## src/rtl/text_attribute_colour_converter_defines.svh

```systemverilog
// Assertion macros shared by the converter RTL.
`ifndef TEXT_ATTRIBUTE_COLOUR_CONVERTER_DEFINES_SVH
`define TEXT_ATTRIBUTE_COLOUR_CONVERTER_DEFINES_SVH

// The consequent must hold in the same cycle as the antecedent.
`define TACC_ASSERT_NOW(name, ante, cons) \
    name: assert property (@(posedge i_clk) disable iff (!i_rst_n) (ante) |-> (cons)) \
        else $error("tacc: same-cycle check failed");

// The consequent must hold in the cycle after the antecedent.
`define TACC_ASSERT_NEXT(name, ante, cons) \
    name: assert property (@(posedge i_clk) disable iff (!i_rst_n) (ante) |=> (cons)) \
        else $error("tacc: next-cycle check failed");

`endif

```

## src/rtl/tacc_pkg.sv

```systemverilog
package tacc_pkg;

    localparam int FieldW = 14;
    localparam int DistW  = 10;
    localparam int NumPal = 16;
    localparam int IdxW   = 4;
    localparam int GroupN = 4;

    localparam logic [FieldW-1:0] TAG_BASE        = 14'h0040;
    localparam logic [FieldW-1:0] TAG_DEFAULT     = 14'h0050;
    localparam logic [FieldW-1:0] TAG_TRANSPARENT = 14'h0060;
    localparam logic [FieldW-1:0] ALPHA_LIMIT     = 14'h0fff;

    localparam logic [5:0] ANSI_DEFAULT     = 6'd16;
    localparam logic [5:0] ANSI_TRANSPARENT = 6'd32;
    localparam logic [3:0] ANSI_LIGHTGREY   = 4'd7;
    localparam logic [3:0] ANSI_BLACK       = 4'd0;

    localparam logic [15:0] ARGB_TRANSPARENT = 16'h0fff;

    localparam logic [0:NumPal-1][15:0] PAL_ARGB16 = '{
        16'hf000, 16'hf00a, 16'hf0a0, 16'hf0aa, 16'hfa00, 16'hfa0a, 16'hfa50, 16'hfaaa,
        16'hf555, 16'hf55f, 16'hf5f5, 16'hf5ff, 16'hff55, 16'hff5f, 16'hfff5, 16'hffff
    };

    localparam logic [0:NumPal-1][FieldW-1:0] PAL_ARGB14 = '{
        14'h3800, 14'h3805, 14'h3850, 14'h3855, 14'h3d00, 14'h3d05, 14'h3d28, 14'h3d55,
        14'h3aaa, 14'h3aaf, 14'h3afa, 14'h3aff, 14'h3faa, 14'h3faf, 14'h3ffa, 14'h3fff
    };

    typedef struct packed {
        logic [DistW-1:0] score;
        logic [IdxW-1:0]  idx;
    } t_cand;

    typedef struct packed {
        logic [FieldW-1:0]            fg;
        logic [FieldW-1:0]            bg;
        logic [NumPal-1:0][DistW-1:0] fg_dist;
        logic [NumPal-1:0][DistW-1:0] bg_dist;
    } t_s1;

    typedef struct packed {
        logic [FieldW-1:0]       fg;
        logic [FieldW-1:0]       bg;
        logic [GroupN-1:0][DistW+IdxW-1:0] fg_cand;
        logic [GroupN-1:0][DistW+IdxW-1:0] bg_cand;
    } t_s2;

    // First member sits in the top bits, so the last one lands at bit 0 of tdata.
    typedef struct packed {
        logic [15:0] bg_argb;
        logic [15:0] fg_argb;
        logic [23:0] bg_rgb24;
        logic [23:0] fg_rgb24;
        logic [11:0] bg_rgb12;
        logic [11:0] fg_rgb12;
        logic [7:0]  ansi_pair;
        logic [5:0]  bg_ansi;
        logic [5:0]  fg_ansi;
    } t_result;

    function automatic logic [7:0] f_sq_diff(input logic [3:0] a, input logic [3:0] b);
        logic [3:0] d;
        d = (a > b) ? (a - b) : (b - a);
        return 8'(d) * 8'(d);
    endfunction

    // Squared RGB distance between a colour field and one palette entry.
    function automatic logic [DistW-1:0] f_dist(input logic [FieldW-1:0] v,
                                                input logic [IdxW-1:0]   i);
        logic [FieldW-1:0] p;
        p = PAL_ARGB14[i];
        return DistW'(f_sq_diff(p[10:7], v[10:7]))
             + DistW'(f_sq_diff(p[6:3], v[6:3]))
             + DistW'(f_sq_diff({p[2:0], 1'b0}, {v[2:0], 1'b0}));
    endfunction

    // The right-hand candidate wins only on a strictly smaller distance.
    function automatic t_cand f_pick(input t_cand a, input t_cand b);
        return (b.score < a.score) ? b : a;
    endfunction

    function automatic logic f_is_tag(input logic [FieldW-1:0] v);
        return (v >= TAG_BASE) && (v < TAG_DEFAULT);
    endfunction

    function automatic logic [5:0] f_ansi(input logic [FieldW-1:0] v,
                                          input logic [IdxW-1:0]   best);
        logic [5:0] r;
        if (f_is_tag(v)) begin
            r = {2'b00, v[3:0]};
        end else if (v == TAG_DEFAULT) begin
            r = ANSI_DEFAULT;
        end else if ((v == TAG_TRANSPARENT) || (v < ALPHA_LIMIT)) begin
            r = ANSI_TRANSPARENT;
        end else begin
            r = {2'b00, best};
        end
        return r;
    endfunction

    function automatic logic [15:0] f_argb(input logic [FieldW-1:0] v, input logic is_fg);
        logic [15:0] r;
        if (f_is_tag(v)) begin
            r = PAL_ARGB16[v[3:0]];
        end else if (v == TAG_DEFAULT) begin
            r = PAL_ARGB16[is_fg ? ANSI_LIGHTGREY : ANSI_BLACK];
        end else if (v == TAG_TRANSPARENT) begin
            r = ARGB_TRANSPARENT;
        end else begin
            // The alpha nibble's low bit repeats the top bit of red.
            r = {v[13:10], v[10:0], 1'b0};
        end
        return r;
    endfunction

    function automatic logic [11:0] f_rgb12(input logic [FieldW-1:0] v, input logic is_fg);
        logic [15:0] p;
        logic [11:0] r;
        if (f_is_tag(v)) begin
            p = PAL_ARGB16[v[3:0]];
            r = p[11:0];
        end else if ((v == TAG_DEFAULT) || (v == TAG_TRANSPARENT)) begin
            p = PAL_ARGB16[is_fg ? ANSI_LIGHTGREY : ANSI_BLACK];
            r = p[11:0];
        end else begin
            r = {v[10:0], 1'b0};
        end
        return r;
    endfunction

    function automatic logic [23:0] f_rgb24(input logic [11:0] c);
        return {c[11:8], c[11:8], c[7:4], c[7:4], c[3:0], c[3:0]};
    endfunction

    function automatic logic [3:0] f_pair_nibble(input logic [5:0] idx, input logic [3:0] subst);
        return ((idx == ANSI_DEFAULT) || (idx == ANSI_TRANSPARENT)) ? subst : idx[3:0];
    endfunction

endpackage

```

## src/rtl/text_attribute_colour_converter.sv

```systemverilog
// Converts one 32-bit text-cell attribute per clock into the nearest ANSI
// colour indices, a packed ANSI colour byte and RGB12, RGB24 and ARGB16
// expansions of its foreground (bits 17:4) and background (bits 31:18); the
// style flags in bits 3:0 are ignored. A request is taken in every cycle that
// the output side keeps up, and its result passes through the stage registers
// r_s1, r_s2 and r_s3 to the output: the first stage works out the squared
// distance to all sixteen palette entries for both colours, the second
// narrows each set of sixteen to four candidates, and the third picks the
// winner, lower index first on a tie, and formats the result into the output
// register. Stalls ripple back stage by stage, so a bubble anywhere is filled
// by the next request.
`include "text_attribute_colour_converter_defines.svh"

module text_attribute_colour_converter (
    input  logic         i_clk,
    input  logic         i_rst_n,
    input  logic         i_s_tvalid,
    output logic         o_s_tready,
    input  logic [31:0]  i_s_tdata,   // attribute[31:0]
    output logic         o_m_tvalid,
    input  logic         i_m_tready,
    // fg_ansi[5:0], bg_ansi[11:6], ansi_pair[19:12], fg_rgb12[31:20],
    // bg_rgb12[43:32], fg_rgb24[67:44], bg_rgb24[91:68], fg_argb[107:92],
    // bg_argb[123:108], zero padding[127:124]
    output logic [127:0] o_m_tdata
);
    import tacc_pkg::*;

    logic    r_s1_valid, r_s2_valid, r_s3_valid;
    logic    n_s1_valid, n_s2_valid, n_s3_valid;
    t_s1     r_s1, n_s1;
    t_s2     r_s2, n_s2;
    t_result r_s3, n_s3;
    logic    w_s1_en, w_s2_en, w_s3_en;
    logic    w_fg_indexed, w_bg_subst, w_fg_clear;

    assign w_s3_en    = !r_s3_valid || i_m_tready;
    assign w_s2_en    = !r_s2_valid || w_s3_en;
    assign w_s1_en    = !r_s1_valid || w_s2_en;
    assign o_s_tready = w_s1_en;

    assign n_s1_valid = i_s_tvalid;
    assign n_s2_valid = r_s1_valid;
    assign n_s3_valid = r_s2_valid;

    // Stage one: distances to every palette entry.
    always_comb begin
        n_s1.fg = i_s_tdata[17:4];
        n_s1.bg = i_s_tdata[31:18];
        for (int i = 0; i < NumPal; i++) begin
            n_s1.fg_dist[i] = f_dist(i_s_tdata[17:4], IdxW'(i));
            n_s1.bg_dist[i] = f_dist(i_s_tdata[31:18], IdxW'(i));
        end
    end

    // Stage two: best of each group of four entries.
    always_comb begin
        t_cand fc [NumPal];
        t_cand bc [NumPal];
        t_cand f01, f23, b01, b23;
        for (int i = 0; i < NumPal; i++) begin
            fc[i] = '{score: r_s1.fg_dist[i], idx: IdxW'(i)};
            bc[i] = '{score: r_s1.bg_dist[i], idx: IdxW'(i)};
        end
        n_s2.fg = r_s1.fg;
        n_s2.bg = r_s1.bg;
        for (int g = 0; g < GroupN; g++) begin
            f01 = f_pick(fc[GroupN*g],     fc[GroupN*g + 1]);
            f23 = f_pick(fc[GroupN*g + 2], fc[GroupN*g + 3]);
            b01 = f_pick(bc[GroupN*g],     bc[GroupN*g + 1]);
            b23 = f_pick(bc[GroupN*g + 2], bc[GroupN*g + 3]);
            n_s2.fg_cand[g] = f_pick(f01, f23);
            n_s2.bg_cand[g] = f_pick(b01, b23);
        end
    end

    // Stage three: overall winner and output formatting.
    always_comb begin
        t_cand       fbest, bbest;
        logic [11:0] f12, b12;
        fbest = f_pick(f_pick(t_cand'(r_s2.fg_cand[0]), t_cand'(r_s2.fg_cand[1])),
                       f_pick(t_cand'(r_s2.fg_cand[2]), t_cand'(r_s2.fg_cand[3])));
        bbest = f_pick(f_pick(t_cand'(r_s2.bg_cand[0]), t_cand'(r_s2.bg_cand[1])),
                       f_pick(t_cand'(r_s2.bg_cand[2]), t_cand'(r_s2.bg_cand[3])));
        f12 = f_rgb12(r_s2.fg, 1'b1);
        b12 = f_rgb12(r_s2.bg, 1'b0);
        n_s3.fg_ansi   = f_ansi(r_s2.fg, fbest.idx);
        n_s3.bg_ansi   = f_ansi(r_s2.bg, bbest.idx);
        n_s3.ansi_pair = {f_pair_nibble(n_s3.bg_ansi, ANSI_BLACK),
                          f_pair_nibble(n_s3.fg_ansi, ANSI_LIGHTGREY)};
        n_s3.fg_rgb12  = f12;
        n_s3.bg_rgb12  = b12;
        n_s3.fg_rgb24  = f_rgb24(f12);
        n_s3.bg_rgb24  = f_rgb24(b12);
        n_s3.fg_argb   = f_argb(r_s2.fg, 1'b1);
        n_s3.bg_argb   = f_argb(r_s2.bg, 1'b0);
    end

    always_ff @(posedge i_clk) begin
        if (!i_rst_n) begin
            r_s1_valid <= 1'b0;
            r_s2_valid <= 1'b0;
            r_s3_valid <= 1'b0;
        end else begin
            if (w_s1_en) begin
                r_s1_valid <= n_s1_valid;
            end
            if (w_s2_en) begin
                r_s2_valid <= n_s2_valid;
            end
            if (w_s3_en) begin
                r_s3_valid <= n_s3_valid;
            end
        end
    end

    always_ff @(posedge i_clk) begin
        if (w_s1_en) begin
            r_s1 <= n_s1;
        end
        if (w_s2_en) begin
            r_s2 <= n_s2;
        end
        if (w_s3_en) begin
            r_s3 <= n_s3;
        end
    end

    assign o_m_tvalid = r_s3_valid;
    assign o_m_tdata  = {4'b0000, r_s3};

    assign w_fg_indexed = r_s3_valid && (r_s3.fg_ansi < ANSI_DEFAULT);
    assign w_bg_subst   = r_s3_valid && ((r_s3.bg_ansi == ANSI_DEFAULT) ||
                                         (r_s3.bg_ansi == ANSI_TRANSPARENT));
    assign w_fg_clear   = r_s3_valid && (r_s3.fg_ansi == ANSI_TRANSPARENT);

    `TACC_ASSERT_NOW(a_fg_pair_match, w_fg_indexed, r_s3.ansi_pair[3:0] == r_s3.fg_ansi[3:0])
    `TACC_ASSERT_NOW(a_bg_pair_subst, w_bg_subst, r_s3.ansi_pair[7:4] == ANSI_BLACK)
    `TACC_ASSERT_NOW(a_fg_transp_alpha, w_fg_clear, r_s3.fg_argb[15:14] == 2'b00)
    `TACC_ASSERT_NEXT(a_s2_stall_holds, r_s2_valid && !w_s3_en, r_s2_valid)

endmodule
```

## config.mk

```make
export PLATFORM = sky130hd
export DESIGN_NAME = text_attribute_colour_converter
export DESIGN_NICKNAME = d
export VERILOG_FILES = /design/src/rtl/tacc_pkg.sv /design/src/rtl/text_attribute_colour_converter.sv
export VERILOG_INCLUDE_DIRS = /design/src /design/src/rtl
export SDC_FILE = /design/constraint.sdc
export NUM_CORES = 1
export LEC_CHECK = 0
export ABC_AREA = 1
export BUFFER_PORTS_ARGS = -buffer_cell sky130_fd_sc_hd__buf_2
export CAP_MARGIN = 15
export CELL_PAD_IN_SITES_DETAIL_PLACEMENT = 2
export CELL_PAD_IN_SITES_GLOBAL_PLACEMENT = 2
export CORE_MARGIN = 2
export CORE_UTILIZATION = 41
export CTS_BUF_LIST = sky130_fd_sc_hd__clkbuf_8
export DETAILED_ROUTE_END_ITERATION = 8
export GPL_TIMING_DRIVEN = 0
export PLACE_DENSITY_LB_ADDON = 0.1
export SYNTH_ARGS = -nofsm -noshare
export SYNTH_HDL_FRONTEND = slang
export SYNTH_SLANG_ARGS = --single-unit
```

## constraint.sdc

```tcl
create_clock -name i_clk -period 12.15 [get_ports i_clk]
set_clock_uncertainty 0.1 [all_clocks]
set_input_delay 1.215 -clock i_clk [delete_from_list [all_inputs] [get_ports i_clk]]
set_output_delay 1.215 -clock i_clk [all_outputs]
set_load 0.1 [all_outputs]
```

# Word level (Yosys, flattened, before mapping)
# Memories as Yosys holds them, arrays and structs flattened.
# Index checks and enable logic that the tools add are counted.
# word_totals
register_bits	615
latchBits	0
ramBits	0
rom_bits	512
input_bits	36
out_inout_bits	130
wordCells	335
n_memories	2
# classes
addsub	92
n_mul	24
div	0
n_lt_le_gt_ge	62
eq_ne	8
shift	0
n_mux	74
bitwise	2
n_reduce_logical	14
# memory_table
name	words	word_bits	read_ports	rd_ports_with_merged_regs	wr	line_no	source
(name not given)	16	16	1	0	0	tacc_pkg.sv:106	r = PAL_ARGB16[v[3:0]];
(name not given)	16	16	1	0	0	tacc_pkg.sv:106	
# ops
cell	n
$mux 14	28
$lt 10x10->1	30
$add 9x8->10	23
$mul 4x4->8	24
$add 8x8->9	18
$mux 16	10
$mux 4	26
$add 10x8->10	9
$eq 14x7->1 const B	4
$gt 4x4->1 const A	12
$mux 12	4
$sub 4x4->4 const A	12
$sub 4x4->4 const B	12
$mux 6	6
$ge 14x7->1 const B	2
$lt 14x12->1 const B	2
$lt 14x7->1 const B	2
$gt 1x4->1 const A	6
$gt 3x4->1 const A	6
$sub 1x4->4 const A	6
$sub 3x4->4 const A	6
$sub 4x3->4 const B	6
$eq 6x5->1 const B	2
$eq 6x6->1 const B	2
other kinds (5)	18

# Longest topological paths before layout
# Gate-level depths: netlist (run 1).
# depth
ltp_word	9
depth_mapped	31
depth_no_buf	31

# Worst setup path before layout (run 1)
# OpenSTA, ideal clock, no wires.
# synth_timing
path_kind	input-to-output
from	in i_m_tready
to	out o_s_tready
arrival_time_ps	9991
t_required_ps	10835
slack_ps	844
path_stages	4
n_path_buf	0
path_cell_list	inv_1 > nand2_1 > nor2_1 > nand2_1
# synth_via
elab_chain_len	3
# synth_lines
element	line_no	source
start: declaration	text_attribute_colour_converter.sv:21	input logic i_m_tready,
$logic_or 1x1->1	text_attribute_colour_converter.sv:37	assign w_s3_en = !r_s3_valid || i_m_tready;
net w_s3_en	text_attribute_colour_converter.sv:34	logic w_s1_en, w_s2_en, w_s3_en;
$logic_or 1x1->1	text_attribute_colour_converter.sv:38	assign w_s2_en = !r_s2_valid || w_s3_en;
$logic_or 1x1->1	text_attribute_colour_converter.sv:39	assign w_s1_en = !r_s1_valid || w_s2_en;
end: declaration	text_attribute_colour_converter.sv:18	output logic o_s_tready,
# The timed path passes the listed nets, and every way through them passes these cells.

==> results of run 1 <==
## cell usage after synthesis (all sizes together), types with 22 or more instances
| library cell | n | area [µm²] |
|---|---|---|
| nand2 | 769 | 3010 |
| ha | 674 | 8430 |
| inv | 628 | 2360 |
| edfxtp | 494 | 14800 |
| a21oi | 377 | 1890 |
| nor2 | 297 | 1150 |
| o21ai | 295 | 1510 |
| xor2 | 189 | 1660 |
| nand3 | 167 | 911 |
| buf | 73 | 537 |
| xnor2 | 43 | 377 |
| clkbuf | 40 | 150 |
| nand4 | 40 | 250 |
| fa | 39 | 781 |
| a31o | 31 | 272 |
| a21o | 22 | 165 |
## cell families after synthesis
kind of cell	share of synthesized area
and+or+nand+nor	0.143
other	0.0000950
buffers and inverters	0.0774
DFF	0.377
xor gates and xnor gates	0.0515
AOI/OAI and AO/OA	0.114
adders and majority gates	0.233
muxes	0.00387
## flip-flops by register name, summed over array words and instances (netlist names)
signal	count
n_s2	28
n_s2_valid	1
n_s3_valid	1
o_m_tdata	76
o_m_tvalid	1
r_s1	266
r_s2	124
## area by class of cell
class,instances,share of cell area
clock buffers,95,0.0298
clock inverters,73,0.0116
diodes,5,0.000285
multi-input cells,3097,0.491
flip-flops and latches,497,0.339
plain buffers,113,0.0156
inverters,629,0.0541
repair buffers,165,0.0219
well taps,1265,0.0361
## worst max-delay path by stage
stage | endpoint | slack, ps | cells past startpoint
floorplan | o_s_tready | 840 | 4
global placement | o_s_tready | -3570 | 6
detailed placement | r_s1[249]$_DFFE_PP_ | 4950 | 24
CTS | r_s1[249]$_DFFE_PP_ | 5800 | 24
global route | r_s1[249]$_DFFE_PP_ | 5360 | 24
finish | r_s1[249]$_DFFE_PP_ | 5820 | 24
## worst max-delay path, stage by stage
cell and delay (ps):
buf_2 290, inv_1 230, ha_1 270, nand2_1 120, nand3_2 110, o21ai_0 410, inv_1 160, ha_1 340
xor2_1 170, ha_1 310, ha_1 350, nand2_1 60, o21ai_0 190, xor2_1 690, ha_1 410, xor2_1 220
inv_1 110, ha_1 340, inv_1 60, o21ai_0 260, inv_1 100, nor2_1 180, nor2_1 90, nor2_1 140
## stage by stage
| stage | setup TNS, ps | worst slack [ps] | hold slack (ps) | util |
|---|---|---|---|---|
| CTS | 0 | 5800 | 312 | 0.461 |
| detailed placement | 0 | 4950 | 306 | 0.441 |
| floorplan | 0 | 844 | 300 | - |
| global route | 0 | 5360 | 320 | 0.461 |
| finish | 0 | 5820 | 314 | 0.461 |
| global placement | -626670 | -3570 | 302 | 0.439 |
## routing by layer
metal | share of wire | track usage
met1 | 0.39 | 0.278
met5 | 0.00010 | 0
met2 | 0.56 | 0.519
met4 | 0.032 | 0.0905
met3 | 0.020 | 0.0249
==> results.cfg, run 1 <==
[outcome]
status = completed

[detailed_routing]
postRouteAntennaNets = 0
drt_wl_total_um = 128000
drc_errors = 0
detail_route.wl_per_cell_um = 21.6
via_per_inst = 5.31
drt_iter0_drc = 1138
vias = 31500
firstDrtPassIters = 5

[finish]
drive_gt1_frac = 0.108
seq_area_um2 = 14900
multi_input_area_um2 = 21600
area_growth_pct = 11.2
layout.nets = 5346
fin_area_um2 = 43900
final_cell_mix = nand2_1, ha_1, inv_1, edfxtp_1, a21oi_1
nFillCells = 10500
layout_commonest_cell = nand2_1
instances_no_fill = 5939

[die]
pin_count = 166
dieArea_um2 = 98800
die_h_um = 314
start_util = 0.414
coreArea_um2 = 95300
rows = 113
die_w_um = 314

[clock_network]
cts_buffer_depth = 3
post_cts_resized = 0
clock_insertion_delay_worst_skew_ps = 760
htreeDepth = 3
cts_inserted_buffers = 94
cts-root-buf = clkbuf_8
cts.sinks = 497
clk_pin_slew_ps = 70
cts_hold_buf = 0
cts_tree = done
post_cts_buffers = 0

[worst_setup_path]
startpoint = i_s_tdata[8]
cp-end-kind = register
r2r_cells = 18
required_ps = 12660
reg2reg_to = o_m_tdata[16]$_SDFFCE_PP0P_
start_kind = input pin
critPathKind = in2reg
r2r_setup_slack_ps = 7340
r2r_start = r_s2[41]$_DFFE_PP_
worst-path-max-fanout = 15
cp.arrival_ps = 6840

[min_path]
holdPathStages = 0
hold_path.class = reg2reg
min-delay-start = n_s2[131]$_DFFE_PP_
min_to = r_s2[131]$_DFFE_PP_

[global_routing]
grt_pass1_vias = 35600
grtUsageTotal = 0.259
grt-ovfl-total = 0
grt_pass1_wl_um = 199000
grt_max_degree = 73
antenna_found_initial = 8

[synth]
synth_cell_type_count = 52
syn_inst = 4333
synth.avg_cell_area_um2 = 9.11
ys_seq_area_frac = 0.377
yosys_warnings = 0
synth_area_um2 = 39500
synth_edf_count = 494
ys.flop_type = edfxtp_1
synthArstFlopShare = 0
synth_seq_cells = 497

[sta]
min_period_ps = 6330
rsz0062_at_grt = false
drv_slew = 0
finalCritPeriodShare = 0.521
maxSlewHeadroom = 0.232
fmax_mhz = 158
tightest_slew_ps = 1150
setup_viol = 0
hold_viol_final = 0

[place]
dpl_cell_area_um2 = 42100
hpwl_um = 103000
placedCellCount = 5766
port_buffers = 157
gp_congestion = 0.817

[job]
max_cap_violations = 0
Power of run 1 is not shown: default switching activity piles up to over one toggle a cycle in this logic, so the estimate is an artifact.
==> run 2, diff against run 1 <==
- CORE_UTILIZATION: 41 -> 37
- clock period: 12.15 -> 5.4 ns (I/O delays scaled with it)
==> run 2 against run 1 <==
  * Core utilization is 4.1 points lower
  * Die area is 11% higher
  * Register-to-register slack worse by 6500 ps
  * First-iteration DRC count is 19% lower
  * Critical path depth is 1 higher
  * Design area is 1.0% higher
  * Sequential share of layout area is 0.34 points lower
  * Via count is 1.4% lower
  * Routed wire length is 4.5% lower
  * Final cell count is 2.5% higher
  * Non-clock buffer count is 29 higher
  * Clock-buffer cell count stayed put
==> results.cfg, run 2 (same netlist as run 1, synthesis figures left out) <==
[outcome]
status = completed

[worst_setup_path]
critPathMaxStageDelay_ps = 560
path_delay_family = buffers and inverters
start_kind = input pin
cp.arrival_ps = 5440
crit_path_top_delay_cell = dlygate4sd3_1
r2r_setup_slack_ps = 820
worst-path-max-fanout = 10
crit_buf_inv = 8
required_ps = 5780
cp-end-kind = register
critPathKind = in2reg

[detailed_routing]
via_per_inst = 5.10
drt_wl_total_um = 123000
firstDrtPassIters = 5
postRouteAntennaNets = 0
drt_iter0_drc = 920
detail_route.wl_per_cell_um = 20.1
vias = 31100
drc_errors = 0

[global_routing]
met3_usage = 0.0211
grt_pass1_wl_um = 190000
grt_pass1_vias = 34400
met2_usage = 0.444
antenna_found_initial = 3
grtUsageTotal = 0.223
grt_max_degree = 119
use_met1 = 0.247
grt.busiest_layer = met2
grt-ovfl-total = 0

[sta]
min_period_ps = 5060
drv_slew = 0
fmax_mhz = 198
maxSlewHeadroom = 0.271
setup_viol = 0
tightest_slew_ps = 1090
finalCritPeriodShare = 0.937
hold_viol_final = 0
rsz0062_at_grt = false

[clock_network]
cts.sinks = 497
cts_tree = done
htreeDepth = 3
cts_buffer_depth = 3
clock_insertion_delay_worst_skew_ps = 760
cts-root-buf = clkbuf_8
cts_inserted_buffers = 94
clk_pin_slew_ps = 60

[finish]
fin_area_um2 = 44300
nFillCells = 11800
top_register = r_s1
layout_commonest_cell = nand2_1
layout.nets = 5375
seq_area_um2 = 14900
largest_reg_flops = 266
multi_input_area_um2 = 21700
area_growth_pct = 12.3
final_cell_mix = nand2_1, ha_1, inv_1, edfxtp_1, a21oi_1
drive_gt1_frac = 0.111

[die]
pin_count = 166
dieArea_um2 = 109000
coreArea_um2 = 106000
rows = 119
die_h_um = 331
start_util = 0.374
die_w_um = 331

[place]
hpwl_um = 99300
gp_congestion = 0.826
port_buffers = 157
dpl_cell_area_um2 = 42200

[min_path]
hold_path.class = in2reg

[job]
max_cap_violations = 0
[run 2: final cells by class]
type / instances / area share
multi-input combinational: 3097 / 0.489
sequential: 497 / 0.336
inverter: 629 / 0.0538
tap: 1391 / 0.0393
clock buffer: 95 / 0.0295
timing repair buffer: 194 / 0.0276
buffer: 113 / 0.0155
clock inverter: 70 / 0.00951
antenna: 2 / 0.000113
[run 2: path summary, 6_finish.rpt]
| kind | from | endpoint | depth (start not counted) |
|---|---|---|---|
| worst max register to register | r_s1[277]$_DFFE_PP_ | r_s2[96]$_DFFE_PP_ | 14 |
| worst min register to register | n_s2[112]$_DFFE_PP_ | r_s2[112]$_DFFE_PP_ | 0 |
| worst max-delay path | i_s_tdata[11] | r_s1[208]$_DFFE_PP_ | 25 |
| worst min-delay path | i_s_tdata[21] | n_s2[115]$_DFFE_PP_ | 1 |
[run 2: per-stage QoR]
stage	instances	utilization	hold WS (ps)	worst slack [ps]	setup TNS, ps
after floorplan	4336	-	300	121	0
after global placement	5884	0.398	301	-1500	-289370
after detailed placement	5892	0.400	305	-1020	-29860
after CTS	6077	0.418	22.8	29.1	0
after global routing	6088	0.420	58.5	13.4	0
final	6088	0.420	103	342	0
[run 2: timing repair]
| item | in CTS | in global routing |
|---|---|---|
| pin swaps | 0 | 2 |
| buffers inserted | 0 | 7 |
| setup endpoints to repair | 12 | 25 |
| hold endpoints to repair | 21 | 0 |
| hold buffers | 20 | 0 |
| resized for setup | 3 | 24 |
[run 2: layer usage]
layer,share of wire,vias to the layer above
li1,-,15300
met1,0.40,15400
met2,0.55,238
met3,0.017,154
met4,0.025,2
met5,0.00011,-
Power of run 2 is left out for the same reason.
==> run 3, diff against run 2 <==
- CORE_UTILIZATION: 37 -> 41
- GPL_TIMING_DRIVEN: 0 -> default
- clock period: 5.4 -> 5.6 ns (I/O delays scaled with it)
==> run 3 against run 2 <==
  * Sequential share of layout area increased by 0.41 points
  * First-iteration DRC count increased by 34%
  * Routed wire length increased by 2.9%
  * Critical path depth increased by 5
  * Die area decreased by 9.6%
  * Register-to-register slack got worse by 20 ps
  * Clock-buffer cell count increased by 1
  * Hold slack got worse by 25 ps
  * Sequential cell count unchanged
==> results.cfg, run 3 (same netlist as run 1, synthesis figures left out) <==
[outcome]
status = completed

[worst_setup_path]
startpoint = i_s_tdata[7]
crit_path_top_delay_cell = dlygate4sd3_1
path_common_cell = nand2_1
critPathMaxStageDelay_ps = 560
cp.arrival_ps = 5770
r2r_start = r_s2[41]$_DFFE_PP_
path_delay_family = buffers and inverters
crit_buf_inv = 10
r2r_cells = 14
worst-path-max-fanout = 13
r2r_setup_slack_ps = 800
start_kind = input pin
critPathKind = in2reg
cp-end-kind = register
required_ps = 6000
reg2reg_to = o_m_tdata[6]$_DFFE_PP_

[clock_network]
cts_inserted_buffers = 93
clk_pin_slew_ps = 70
cts_buffer_depth = 3
cts.sinks = 497
clock_insertion_delay_worst_skew_ps = 740
cts-root-buf = clkbuf_8
htreeDepth = 3
cts_tree = done

[global_routing]
grt_max_degree = 107
met3_usage = 0.0273
grt_pass1_vias = 34700
grt_pass1_wl_um = 194000
grt.busiest_layer = met2
antenna_found_initial = 4
met2_usage = 0.499
grtUsageTotal = 0.251
use_met1 = 0.273
grt-ovfl-total = 0

[die]
die_h_um = 314
pin_count = 166
die_w_um = 314
start_util = 0.414
coreArea_um2 = 95300
rows = 113
dieArea_um2 = 98800

[place]
hpwl_um = 101000
port_buffers = 157
placedCellCount = 5715
gp_congestion = 0.837
post-place-ws_ps = -33.8

[detailed_routing]
via_per_inst = 5.27
postRouteAntennaNets = 0
drt_iter0_drc = 1235
firstDrtPassIters = 5
drc_errors = 0
drt_wl_total_um = 126000
vias = 31100
detail_route.wl_per_cell_um = 21.4

[sta]
fin_ws_ps = 227
rsz0062_at_grt = true
min_period_ps = 5370
drv_slew = 0
tightest_slew_ps = 1090
maxSlewHeadroom = 0.275
setup_viol = 0
finalCritPeriodShare = 0.960
hold_viol_final = 0
fmax_mhz = 186

[finish]
area_growth_pct = 10.9
multi_input_area_um2 = 21600
drive_gt1_frac = 0.109
nFillCells = 10500
layout_commonest_cell = nand2_1
instances_no_fill = 5898
seq_area_um2 = 14900
largest_reg_flops = 266
layout.nets = 5312
final_util = 0.460
top_register = r_s1
final_cell_mix = nand2_1, ha_1, inv_1, edfxtp_1, a21oi_1

[min_path]
holdPathStages = 1
min_to = n_s2[135]$_DFFE_PP_
hold_path.class = in2reg
min-delay-start = i_s_tdata[13]

[job]
max_cap_violations = 0
## run 3: cell count changes in the layout (fill, tap and decap cells not counted), sizes merged, moves of 3 or more
cell / delta
buf: -10
bufinv: +3
clkbuf: -43
dlygate4sd3: -8
inv: -4
## run 3: worst max-delay path by stage
stage / cells after the start / endpoint / slack, ps
after floorplan: 3 / n_s2[112]$_DFFE_PP_ / 320
after global placement: 28 / r_s1[38]$_DFFE_PP_ / 110
after detailed placement: 28 / r_s1[38]$_DFFE_PP_ / -30
after CTS: 28 / r_s1[188]$_DFFE_PP_ / 190
after global routing: 30 / r_s1[188]$_DFFE_PP_ / -50
final: 30 / r_s1[188]$_DFFE_PP_ / 230
## run 3: metrics by stage
step	TNS (ps)	area [µm²]	hold WS, ps
after floorplan	0	39500	300
after global placement	0	41800	302
after detailed placement	-63.1	41800	307
after CTS	0	43700	6.40
after global routing	-76.5	43800	24.2
final	0	43800	77.7
## run 3: layout make-up
| cell class | count | area share |
|---|---|---|
| Antenna cell | 4 | 0.000229 |
| Clock buffer | 96 | 0.0302 |
| Clock inverter | 65 | 0.0110 |
| Inverter | 629 | 0.0542 |
| Multi-Input combinational cell | 3097 | 0.494 |
| Sequential cell | 497 | 0.340 |
| Tap cell | 1265 | 0.0361 |
| Timing Repair Buffer | 245 | 0.0341 |
## run 3: what timing repair did
item,CTS,global route
buffers inserted,0,1
endpoints found under the setup margin,0,21
resized for setup,0,16
hold buffers,12,0
endpoints found under the hold margin,13,0
## run 3: layer usage
metal  vias up  wire length (µm)
met1     15400             49300
met2       300             70600
met4         0              3850
met5         -                 0
li1      15200                 -
met3       175              2390
Power of run 3 is left out for the same reason.
